**config.mk**
```make
export PLATFORM = sky130hd
export DESIGN_NAME = monitor_link_pec_framer_core
export DESIGN_NICKNAME = d
export VERILOG_FILES = /design/src/mlpf_pkg.sv /design/src/mlpf_front.sv /design/src/mlpf_queue.sv /design/src/mlpf_back.sv /design/src/monitor_link_pec_framer_core.sv
export VERILOG_INCLUDE_DIRS = /design/src /design/src/src
export SDC_FILE = /design/constraint.sdc
export NUM_CORES = 1
export LEC_CHECK = 0
export ABC_AREA = 1
export BUFFER_PORTS_ARGS = -buffer_cell sky130_fd_sc_hd__buf_2
export CORE_MARGIN = 8
export CORE_UTILIZATION = 55
export DETAILED_ROUTE_END_ITERATION = 7
export GPL_ROUTABILITY_DRIVEN = 0
export PLACE_DENSITY = 0.8
export SLEW_MARGIN = 15
export SYNTH_ARGS = -nofsm -noshare
export SYNTH_HDL_FRONTEND = slang
export SYNTH_HIERARCHICAL = 1
export SYNTH_SLANG_ARGS = --single-unit
export TNS_END_PERCENT = 100
```
**constraint.sdc**
```tcl
create_clock -name clk -period 10.2 [get_ports clk]
set_clock_uncertainty 0.2 [all_clocks]
set_input_delay 0.51 -clock clk [delete_from_list [all_inputs] [get_ports clk]]
set_output_delay 0.51 -clock clk [all_outputs]
set_load 0.02 [all_outputs]
```
**src/monitor_link_pec_framer_core_assert.svh**
```systemverilog
// Assertion macros shared by the framer modules.
`ifndef MONITOR_LINK_PEC_FRAMER_CORE_ASSERT_SVH
`define MONITOR_LINK_PEC_FRAMER_CORE_ASSERT_SVH
`ifndef SYNTH
// Same-cycle implication, checked at every rising edge outside reset.
`define MLPF_ASSERT_IMP(lbl, clk, rst_n, ante, cons, msg) \
    lbl: assert property (@(posedge clk) disable iff (!rst_n) (ante) |-> (cons)) \
        else $error(msg);
// Next-cycle implication, checked at every rising edge outside reset.
`define MLPF_ASSERT_NXT(lbl, clk, rst_n, ante, cons, msg) \
    lbl: assert property (@(posedge clk) disable iff (!rst_n) (ante) |=> (cons)) \
        else $error(msg);
`else
`define MLPF_ASSERT_IMP(lbl, clk, rst_n, ante, cons, msg)
`define MLPF_ASSERT_NXT(lbl, clk, rst_n, ante, cons, msg)
`endif
`endif

```
**src/mlpf_pkg.sv**
```systemverilog
// Types, constants and CRC step functions of the link PEC framer.
package mlpf_pkg;

    localparam int COMMAND_BYTES_DEF = 2;
    localparam int DATA_BYTES_DEF    = 6;
    localparam int QUEUE_DEPTH_DEF   = 4;

    localparam logic [14:0] CRC_SEED = 15'd16;
    localparam logic [14:0] POLY15   = 15'h4599;
    localparam logic [9:0]  POLY10   = 10'h08F;

    // Result kinds on the output channel.
    localparam logic [1:0] KIND_BYTE   = 2'd0;
    localparam logic [1:0] KIND_PEC    = 2'd1;
    localparam logic [1:0] KIND_STATUS = 2'd2;

    typedef enum logic [1:0] {
        MODE_CMD  = 2'd0,
        MODE_TX   = 2'd1,
        MODE_RX   = 2'd2,
        MODE_IDLE = 2'd3
    } frame_mode_t;

    // Work handed from the front end to the back end.
    typedef enum logic [1:0] {
        JOB_BYTE    = 2'd0,
        JOB_CMD_PEC = 2'd1,
        JOB_TX_PEC  = 2'd2,
        JOB_STATUS  = 2'd3
    } job_kind_t;

    typedef struct packed {
        job_kind_t   job;
        logic [7:0]  data;
        logic [14:0] crc;
        logic [5:0]  counter;
        logic [9:0]  rx_pec;
    } job_t;

    // One byte of CRC-15, MSB first.
    function automatic logic [14:0] crc15_byte(input logic [14:0] crc, input logic [7:0] b);
        logic [14:0] c;
        logic        fb;
        c = crc;
        for (int i = 7; i >= 0; i--) begin
            fb = c[14] ^ b[i];
            c  = {c[13:0], 1'b0};
            if (fb) begin
                c = c ^ POLY15;
            end
        end
        return c;
    endfunction

    // One byte of CRC-10, MSB first.
    function automatic logic [9:0] crc10_byte(input logic [9:0] crc, input logic [7:0] b);
        logic [9:0] c;
        logic       fb;
        c = crc;
        for (int i = 7; i >= 0; i--) begin
            fb = c[9] ^ b[i];
            c  = {c[8:0], 1'b0};
            if (fb) begin
                c = c ^ POLY10;
            end
        end
        return c;
    endfunction

    // Folds the six counter bits into the CRC-10 with six more bit steps.
    function automatic logic [9:0] pec10_finish(input logic [9:0] crc, input logic [5:0] cnt);
        logic [9:0] c;
        c = crc ^ {cnt, 4'b0000};
        for (int i = 0; i < 6; i++) begin
            if (c[9]) begin
                c = {c[8:0], 1'b0} ^ POLY10;
            end else begin
                c = {c[8:0], 1'b0};
            end
        end
        return c;
    endfunction

endpackage

```
**src/mlpf_front.sv**
```systemverilog
// Front end: takes input beats, tracks the frame and runs the byte-wide CRC.
module mlpf_front
    import mlpf_pkg::*;
#(
    parameter int COMMAND_BYTES = COMMAND_BYTES_DEF,
    parameter int DATA_BYTES    = DATA_BYTES_DEF
)
(
    input  logic       clk,
    input  logic       rst_n,
    input  logic       push,
    input  logic       q_full,
    input  logic [1:0] op,
    input  logic [7:0] data_byte,
    input  logic       first,
    output logic       full,
    output logic       job_wr,
    output job_t       job
);

    localparam int POS_W = $clog2(DATA_BYTES + COMMAND_BYTES + 2);

    frame_mode_t  frame_mode_reg, frame_mode_next;
    logic [POS_W-1:0] pos_reg, pos_next;
    logic [14:0]  crc_reg, crc_next;
    logic [5:0]   saved_counter_reg, saved_counter_next;
    logic [1:0]   saved_pec_high_reg, saved_pec_high_next;

    frame_mode_t      mode_cur;
    logic [POS_W-1:0] pos_cur;
    logic [POS_W-1:0] pos_inc;
    logic [14:0]      crc_cur;
    logic [14:0]      crc15_new;
    logic [9:0]       crc10_new;
    logic             accept;
    logic             has_job;

    assign full   = q_full;
    assign accept = push && !q_full;
    assign job_wr = accept && has_job;

    // A first beat restarts the frame before the byte is processed.
    always_comb
    begin
        mode_cur  = first ? frame_mode_t'(op) : frame_mode_reg;
        pos_cur   = first ? '0 : pos_reg;
        crc_cur   = first ? CRC_SEED : crc_reg;
        pos_inc   = pos_cur + 1'b1;
        crc15_new = crc15_byte(crc_cur, data_byte);
        crc10_new = crc10_byte(crc_cur[9:0], data_byte);
    end

    // Classify the beat and work out the next frame state.
    always_comb
    begin
        frame_mode_next     = mode_cur;
        pos_next            = pos_cur;
        crc_next            = crc_cur;
        saved_counter_next  = saved_counter_reg;
        saved_pec_high_next = saved_pec_high_reg;
        has_job             = 1'b0;
        job.job             = JOB_BYTE;
        job.data            = data_byte;
        job.crc             = crc_cur;
        job.counter         = saved_counter_reg;
        job.rx_pec          = {saved_pec_high_reg, data_byte};
        unique case (mode_cur)
            MODE_CMD:
            begin
                if (pos_cur < POS_W'(COMMAND_BYTES)) begin
                    crc_next = crc15_new;
                    pos_next = pos_inc;
                    has_job  = 1'b1;
                    job.crc  = crc15_new;
                    if (pos_inc == POS_W'(COMMAND_BYTES)) begin
                        job.job         = JOB_CMD_PEC;
                        frame_mode_next = MODE_IDLE;
                    end
                end
            end
            MODE_TX:
            begin
                if (pos_cur < POS_W'(DATA_BYTES)) begin
                    crc_next = {5'b0, crc10_new};
                    pos_next = pos_inc;
                    has_job  = 1'b1;
                    job.crc  = {5'b0, crc10_new};
                    if (pos_inc == POS_W'(DATA_BYTES)) begin
                        job.job         = JOB_TX_PEC;
                        frame_mode_next = MODE_IDLE;
                    end
                end
            end
            MODE_RX:
            begin
                if (pos_cur < POS_W'(DATA_BYTES)) begin
                    crc_next = {5'b0, crc10_new};
                    pos_next = pos_inc;
                    has_job  = 1'b1;
                    job.crc  = {5'b0, crc10_new};
                end else if (pos_cur == POS_W'(DATA_BYTES)) begin
                    // The counter byte is stored and gives no result.
                    saved_counter_next  = data_byte[7:2];
                    saved_pec_high_next = data_byte[1:0];
                    pos_next            = pos_inc;
                end else begin
                    has_job         = 1'b1;
                    job.job         = JOB_STATUS;
                    frame_mode_next = MODE_IDLE;
                end
            end
            MODE_IDLE:
            begin
                has_job = 1'b0;
            end
        endcase
    end

    // Frame state registers.
    always_ff @(posedge clk or negedge rst_n)
    begin
        if (!rst_n) begin
            frame_mode_reg     <= MODE_CMD;
            pos_reg            <= '0;
            crc_reg            <= CRC_SEED;
            saved_counter_reg  <= '0;
            saved_pec_high_reg <= '0;
        end else if (accept) begin
            frame_mode_reg     <= frame_mode_next;
            pos_reg            <= pos_next;
            crc_reg            <= crc_next;
            saved_counter_reg  <= saved_counter_next;
            saved_pec_high_reg <= saved_pec_high_next;
        end
    end

endmodule

```
**src/mlpf_queue.sv**
```systemverilog
// Short job queue between the front end and the back end.
`include "monitor_link_pec_framer_core_assert.svh"
module mlpf_queue
    import mlpf_pkg::*;
#(
    parameter int QUEUE_DEPTH = QUEUE_DEPTH_DEF
)
(
    input  logic clk,
    input  logic rst_n,
    input  logic wr,
    input  job_t wr_data,
    input  logic rd,
    output job_t rd_data,
    output logic q_full,
    output logic q_empty
);

    localparam int PTR_W = (QUEUE_DEPTH > 1) ? $clog2(QUEUE_DEPTH) : 1;
    localparam int CNT_W = $clog2(QUEUE_DEPTH + 1);

    job_t             entries_reg [QUEUE_DEPTH];
    logic [PTR_W-1:0] wr_ptr_reg, wr_ptr_next;
    logic [PTR_W-1:0] rd_ptr_reg, rd_ptr_next;
    logic [CNT_W-1:0] count_reg, count_next;

    assign q_full  = (count_reg == CNT_W'(QUEUE_DEPTH));
    assign q_empty = (count_reg == '0);
    assign rd_data = entries_reg[rd_ptr_reg];

    // Pointer wrap and fill count.
    always_comb
    begin
        wr_ptr_next = wr_ptr_reg;
        rd_ptr_next = rd_ptr_reg;
        count_next  = count_reg;
        if (wr) begin
            wr_ptr_next = (wr_ptr_reg == PTR_W'(QUEUE_DEPTH - 1)) ? '0 : wr_ptr_reg + 1'b1;
        end
        if (rd) begin
            rd_ptr_next = (rd_ptr_reg == PTR_W'(QUEUE_DEPTH - 1)) ? '0 : rd_ptr_reg + 1'b1;
        end
        if (wr && !rd) begin
            count_next = count_reg + 1'b1;
        end else if (rd && !wr) begin
            count_next = count_reg - 1'b1;
        end
    end

    always_ff @(posedge clk or negedge rst_n)
    begin
        if (!rst_n) begin
            wr_ptr_reg <= '0;
            rd_ptr_reg <= '0;
            count_reg  <= '0;
        end else begin
            wr_ptr_reg <= wr_ptr_next;
            rd_ptr_reg <= rd_ptr_next;
            count_reg  <= count_next;
        end
    end

    // Entry storage.
    always_ff @(posedge clk)
    begin
        if (wr) begin
            entries_reg[wr_ptr_reg] <= wr_data;
        end
    end

    `MLPF_ASSERT_IMP(a_count_bound, clk, rst_n, 1'b1, count_reg <= CNT_W'(QUEUE_DEPTH), "queue count above depth")
    `MLPF_ASSERT_IMP(a_no_overflow, clk, rst_n, wr && !rd, !q_full, "job written into a full queue")

endmodule

```
**src/mlpf_back.sv**
```systemverilog
// Back end: expands each job into result beats and holds them in an output register.
`include "monitor_link_pec_framer_core_assert.svh"
module mlpf_back
    import mlpf_pkg::*;
(
    input  logic        clk,
    input  logic        rst_n,
    input  logic        q_empty,
    input  job_t        q_head,
    output logic        q_rd,
    input  logic        pop,
    output logic        empty,
    output logic [1:0]  kind,
    output logic [7:0]  out_byte,
    output logic        pec_ok,
    output logic [5:0]  command_counter,
    output logic [9:0]  received_pec,
    output logic [9:0]  computed_pec,
    output logic        last
);

    logic        out_valid_reg, out_valid_next;
    logic [1:0]  sub_reg, sub_next;
    logic [1:0]  kind_reg;
    logic [7:0]  byte_reg;
    logic        ok_reg;
    logic [5:0]  counter_reg;
    logic [9:0]  rx_pec_reg;
    logic [9:0]  cp_reg;
    logic        last_reg;

    logic        load;
    logic        done;
    logic [9:0]  pec10;
    logic [15:0] pec16;
    logic [1:0]  r_kind;
    logic [7:0]  r_byte;
    logic        r_ok;
    logic [5:0]  r_counter;
    logic [9:0]  r_rx_pec;
    logic [9:0]  r_cp;
    logic        r_last;

    assign load  = (!out_valid_reg || pop) && !q_empty;
    assign q_rd  = load && done;
    assign empty = !out_valid_reg;

    assign kind            = kind_reg;
    assign out_byte        = byte_reg;
    assign pec_ok          = ok_reg;
    assign command_counter = counter_reg;
    assign received_pec    = rx_pec_reg;
    assign computed_pec    = cp_reg;
    assign last            = last_reg;

    // Build the result beat for the current step of the head job.
    always_comb
    begin
        pec10     = pec10_finish(q_head.crc[9:0],
                                 (q_head.job == JOB_STATUS) ? q_head.counter : 6'd0);
        pec16     = (q_head.job == JOB_CMD_PEC) ? {q_head.crc, 1'b0} : {6'b0, pec10};
        r_kind    = KIND_BYTE;
        r_byte    = q_head.data;
        r_ok      = 1'b0;
        r_counter = '0;
        r_rx_pec  = '0;
        r_cp      = '0;
        r_last    = 1'b0;
        done      = 1'b1;
        unique case (q_head.job)
            JOB_BYTE:
            begin
                done = 1'b1;
            end
            JOB_CMD_PEC, JOB_TX_PEC:
            begin
                unique case (sub_reg)
                    2'd0:
                    begin
                        done = 1'b0;
                    end
                    2'd1:
                    begin
                        r_kind = KIND_PEC;
                        r_byte = pec16[15:8];
                        done   = 1'b0;
                    end
                    default:
                    begin
                        r_kind = KIND_PEC;
                        r_byte = pec16[7:0];
                        r_last = 1'b1;
                    end
                endcase
            end
            JOB_STATUS:
            begin
                r_kind    = KIND_STATUS;
                r_byte    = '0;
                r_ok      = (q_head.rx_pec == pec10);
                r_counter = q_head.counter;
                r_rx_pec  = q_head.rx_pec;
                r_cp      = pec10;
                r_last    = 1'b1;
            end
        endcase
        sub_next       = load ? (done ? 2'd0 : sub_reg + 1'b1) : sub_reg;
        out_valid_next = load ? 1'b1 : (pop ? 1'b0 : out_valid_reg);
    end

    // Control registers.
    always_ff @(posedge clk or negedge rst_n)
    begin
        if (!rst_n) begin
            out_valid_reg <= 1'b0;
            sub_reg       <= '0;
        end else begin
            out_valid_reg <= out_valid_next;
            sub_reg       <= sub_next;
        end
    end

    // Output payload register.
    always_ff @(posedge clk)
    begin
        if (load) begin
            kind_reg    <= r_kind;
            byte_reg    <= r_byte;
            ok_reg      <= r_ok;
            counter_reg <= r_counter;
            rx_pec_reg  <= r_rx_pec;
            cp_reg      <= r_cp;
            last_reg    <= r_last;
        end
    end

    `MLPF_ASSERT_IMP(a_status_last, clk, rst_n, out_valid_reg && kind_reg == KIND_STATUS, last_reg, "status beat without last")
    `MLPF_ASSERT_IMP(a_mid_job_head, clk, rst_n, sub_reg != 2'd0, !q_empty, "job dequeued before all beats were sent")
    `MLPF_ASSERT_NXT(a_step_advance, clk, rst_n, load && !done, sub_reg != 2'd0, "job step did not advance")

endmodule

```
**src/monitor_link_pec_framer_core.sv**
```systemverilog
// Top level of the battery monitor link PEC framer.
//
// Input channel: push / full. One beat carries op, data_byte and first; first
// starts a frame of kind op (command with PEC15, transmit data with PEC10, or
// received data check) and reseeds the CRC.
// Result channel: empty / pop. Each beat carries kind, out_byte, the status
// fields and last; the oldest result is shown while empty is low.
// Throughput: one input beat per cycle while full is low. Each beat runs one
// byte-wide CRC step in the front end and queues at most one job; the back end
// emits one result per cycle while pop keeps the output register free, so the
// closing byte of a command or transmit frame gives three result beats (byte
// plus two PEC bytes). An accepted beat's job is written into the queue, and
// its result is then loaded into the output register that drives the ports.
// Reset clears the frame state to a fresh command frame with seed 16 and
// empties the queue and output register.
// When the receiver stalls the output register holds, the queue fills, and
// full rises once QUEUE_DEPTH jobs are waiting.
module monitor_link_pec_framer_core
    import mlpf_pkg::*;
#(
    parameter int COMMAND_BYTES = COMMAND_BYTES_DEF,
    parameter int DATA_BYTES    = DATA_BYTES_DEF,
    parameter int QUEUE_DEPTH   = QUEUE_DEPTH_DEF
)
(
    input  logic       clk,
    input  logic       rst_n,
    input  logic       push,
    output logic       full,
    input  logic [1:0] op,
    input  logic [7:0] data_byte,
    input  logic       first,
    output logic       empty,
    input  logic       pop,
    output logic [1:0] kind,
    output logic [7:0] out_byte,
    output logic       pec_ok,
    output logic [5:0] command_counter,
    output logic [9:0] received_pec,
    output logic [9:0] computed_pec,
    output logic       last
);

    logic job_wr;
    job_t job_in;
    job_t job_head;
    logic q_full;
    logic q_empty;
    logic q_rd;

    // Frame tracking and CRC.
    mlpf_front #(
        .COMMAND_BYTES (COMMAND_BYTES),
        .DATA_BYTES    (DATA_BYTES)
    ) u_front (
        .clk       (clk),
        .rst_n     (rst_n),
        .push      (push),
        .q_full    (q_full),
        .op        (op),
        .data_byte (data_byte),
        .first     (first),
        .full      (full),
        .job_wr    (job_wr),
        .job       (job_in)
    );

    // Job queue.
    mlpf_queue #(
        .QUEUE_DEPTH (QUEUE_DEPTH)
    ) u_queue (
        .clk     (clk),
        .rst_n   (rst_n),
        .wr      (job_wr),
        .wr_data (job_in),
        .rd      (q_rd),
        .rd_data (job_head),
        .q_full  (q_full),
        .q_empty (q_empty)
    );

    // Result generation.
    mlpf_back u_back (
        .clk             (clk),
        .rst_n           (rst_n),
        .q_empty         (q_empty),
        .q_head          (job_head),
        .q_rd            (q_rd),
        .pop             (pop),
        .empty           (empty),
        .kind            (kind),
        .out_byte        (out_byte),
        .pec_ok          (pec_ok),
        .command_counter (command_counter),
        .received_pec    (received_pec),
        .computed_pec    (computed_pec),
        .last            (last)
    );

endmodule
```
==> impl_metrics.tcl <==
set metrics [dict create \
    r2r-start "u_queue/rd_ptr_reg[0]" \
    fill_cells 1844 \
    register_area_um2 7040 \
    setup_violations 0 \
    start_util_pct 55.5 \
    grt_pass1_wl_mm 45.7 \
    synth.distinct_cells 52 \
    power_frac_seq_pct 31.3 \
    cts-resized-gates 0 \
    slew_headroom_pct 25.9 \
    grt_overflow 0 \
    cp.required_ps 10400 \
    grtUsageTotal_pct 20.0 \
    numClockSinks 241 \
    wl_per_cell_um 16.7 \
    syn_inst 1351 \
    synth_most_common_cell "nand2_1" \
    tns_ps 0 \
    status "completed" \
    synth_common_cells "nand2_1, inv_1, edfxtp_1" \
    synthesis.nets 1385 \
    dp_hpwl_mm 19.5 \
    critical_path_class "reg2reg" \
    viasPerCell 5.44 \
    core_area_um2 23200 \
    antenna_cells 0 \
    synthTopCellsByArea "edfxtp_1, nand2_1, dfrtp_1" \
    drive_gt1_share_pct 12.0 \
    ys_ff_latch 241 \
    setup_ws_ps 5550 \
    clkTransAtPathRegs_ps 60 \
    yosysTopAreaCell "edfxtp_1" \
    post_cts_buffers 0 \
    dieArea_um2 28500 \
    period_share_pct 45.5 \
    cts_tree "done" \
    rrSetupSlack_ps 5550 \
    rsz0062_at_grt "false" \
    ant_nets 0 \
    nets 1412 \
    startpoint "u_queue/rd_ptr_reg[0]" \
    holdCritPathClass "in2reg" \
    largest_reg_flops 164 \
    die_h_um 169 \
    r2r-end "u_queue/count_reg[2]" \
    io_pins 55 \
    chipWidth_um 169 \
    antenna_found_initial 0 \
    synth.top_cell.area_share_pct 47.1 \
    cts_buffer_depth 3 \
    pwr-share-clk_pct 17.9 \
    synth_edf_count 202 \
    p_switching_mw 2.18 \
    max_freq_mhz 215 \
    grt_max_degree 117 \
    vias 9337 \
    async_flop_share_pct 16.2 \
    wirelength_mm 28.6 \
    drtPass1Iterations 6 \
    dp_slack_ps 5700 \
    yosysWarningCount 6 \
    worst_slew_pin_slew_ps 1110 \
    yosysSeqAreaShare_pct 54.7 \
    p_int_mw 2.67 \
    leakagePower_nw 6.24 \
    min_period_ps 4650 \
    post-route-drc-count 0 \
    ys.flop_type "edfxtp_1" \
    area_delta_synth_final_pct 8.34 \
    peakVddDrop_mv 0.186 \
    grt_pass1_vias 8873 \
    critPathArrivalTime_ps 4850 \
    power_density_nw_per_um2 348 \
    insertion_delay_ps 520 \
    reg2reg_depth 17 \
    syn_area_per_cell_um2 9.52 \
    root_buffer "clkbuf_16" \
    slew_viol_final 0 \
    hold_buffers 2 \
    portBuffers 54 \
    hold_viol 0 \
    synth_area_um2 12900 \
    path_max_fanout 116 \
    cts_made_buffers 25 \
    cp-end-kind "register" \
    startpoint_type "register" \
    drt-initial-drc-count 916 \
    num_rows 56 \
    multi_input_area_um2 4520 \
    comb_power_share_pct 50.9 \
    swShare_pct 44.9 \
    cp-endpoint "u_queue/count_reg[2]" \
    max_cap_viol_count 0 \
    htree_levels 1 \
]
==> stage by stage <==
step | power, mW | area (µm²) | instances | util (%) | hold slack (ps)
floorplan | 3.41 | 12900 | 1351 | - | 14.4
global placement | 3.87 | 13100 | 1668 | 56.6 | 263
detailed placement | 3.95 | 13100 | 1668 | 56.6 | 265
CTS | 4.83 | 13900 | 1716 | 60.1 | 81.4
global route | 5.20 | 13900 | 1716 | 60.1 | 91.8
finish | 4.85 | 13900 | 1716 | 60.1 | 108
==> power by group through the flow <==
stage	sequential [mW]	combinational, mW	clock [mW]
2_1_floorplan	1.62	1.79	0
3_3_place_gp	1.52	2.34	0
3_5_place_dp	1.53	2.42	0
4_1_cts	1.52	2.43	0.884
5_1_grt	1.54	2.74	0.922
6_report	1.51	2.47	0.865
==> cell usage in the layout, fill, tap and decap left out, types with 3 or more instances in the layout <==
cell and n:
xor2_1 30, a21oi_1 44, dfrtp_1 38, inv_1 207, buf_2 54, o211ai_1 89
nand3_2 7, nand4_1 3, nand3_1 65, clkbuf_8 5, xnor2_1 8, inv_6 3
or2_2 3, clkbuf_1 7, o21ai_0 51, nor3_1 8, xor2_4 3, ha_1 18
nand2_1 367, edfxtp_1 202, clkinv_1 4, nand2_2 28, clkbuf_16 25, nand2_4 4
buf_4 9, a22oi_1 5, xor2_2 6, inv_2 6, o21ai_1 4, clkinv_2 3
nor2_1 55
==> area by class of cell <==
| cell class | instances | share of cell area [%] |
|---|---|---|
| Timing Repair Buffer | 65 | 2.57 |
| Multi-Input combinational cell | 828 | 32.4 |
| Sequential cell | 241 | 50.5 |
| Tap cell | 319 | 2.86 |
| Clock buffer | 37 | 5.17 |
| Clock inverter | 9 | 0.556 |
| Inverter | 217 | 5.90 |
==> worst min-delay path by stage <==
stage,start,to,slack [ps],depth (start not counted)
finish,data_byte[4],u_queue/entries_reg[1][35],110,1
global route,data_byte[4],u_queue/entries_reg[0][35],90,1
detailed placement,u_front/crc_reg[2],u_front/crc_reg[2],270,2
floorplan,rst_n,u_back/out_valid_reg,10,0
CTS,data_byte[4],u_queue/entries_reg[1][35],80,1
global placement,u_front/crc_reg[0],u_front/crc_reg[0],260,2
==> routing by layer <==
metal | GRT usage, % | wire length (µm)
met5 | 0 | 0
met2 | 33.1 | 13300
met1 | 26.0 | 11900
met4 | 7.34 | 979
met3 | 3.54 | 2430
==> kinds of logic after synthesis <==
group / count (synthesis) / synth area share [%]
AOI/OAI and AO/OA: 209 / 10.3
xor gates and xnor gates: 51 / 4.67
adders and majority gates: 19 / 1.91
buffers and inverters: 282 / 10.2
DFF: 241 / 54.7
and+or+nand+nor: 549 / 18.2
==> worst max-delay path, stage by stage (launching register included) <==
cell	delay, ps
dfrtp_1	430
inv_4	350
buf_4	910
o211ai_1	160
nand2_1	190
inv_1	60
ha_1	270
inv_1	70
nor2_1	490
nor2_1	220
inv_1	180
ha_1	190
inv_1	80
fa_1	390
nand2_1	100
nand3_1	80
nand2_1	70
nand2_1	50
No activity file was read; power rests on OpenSTA's default activity.
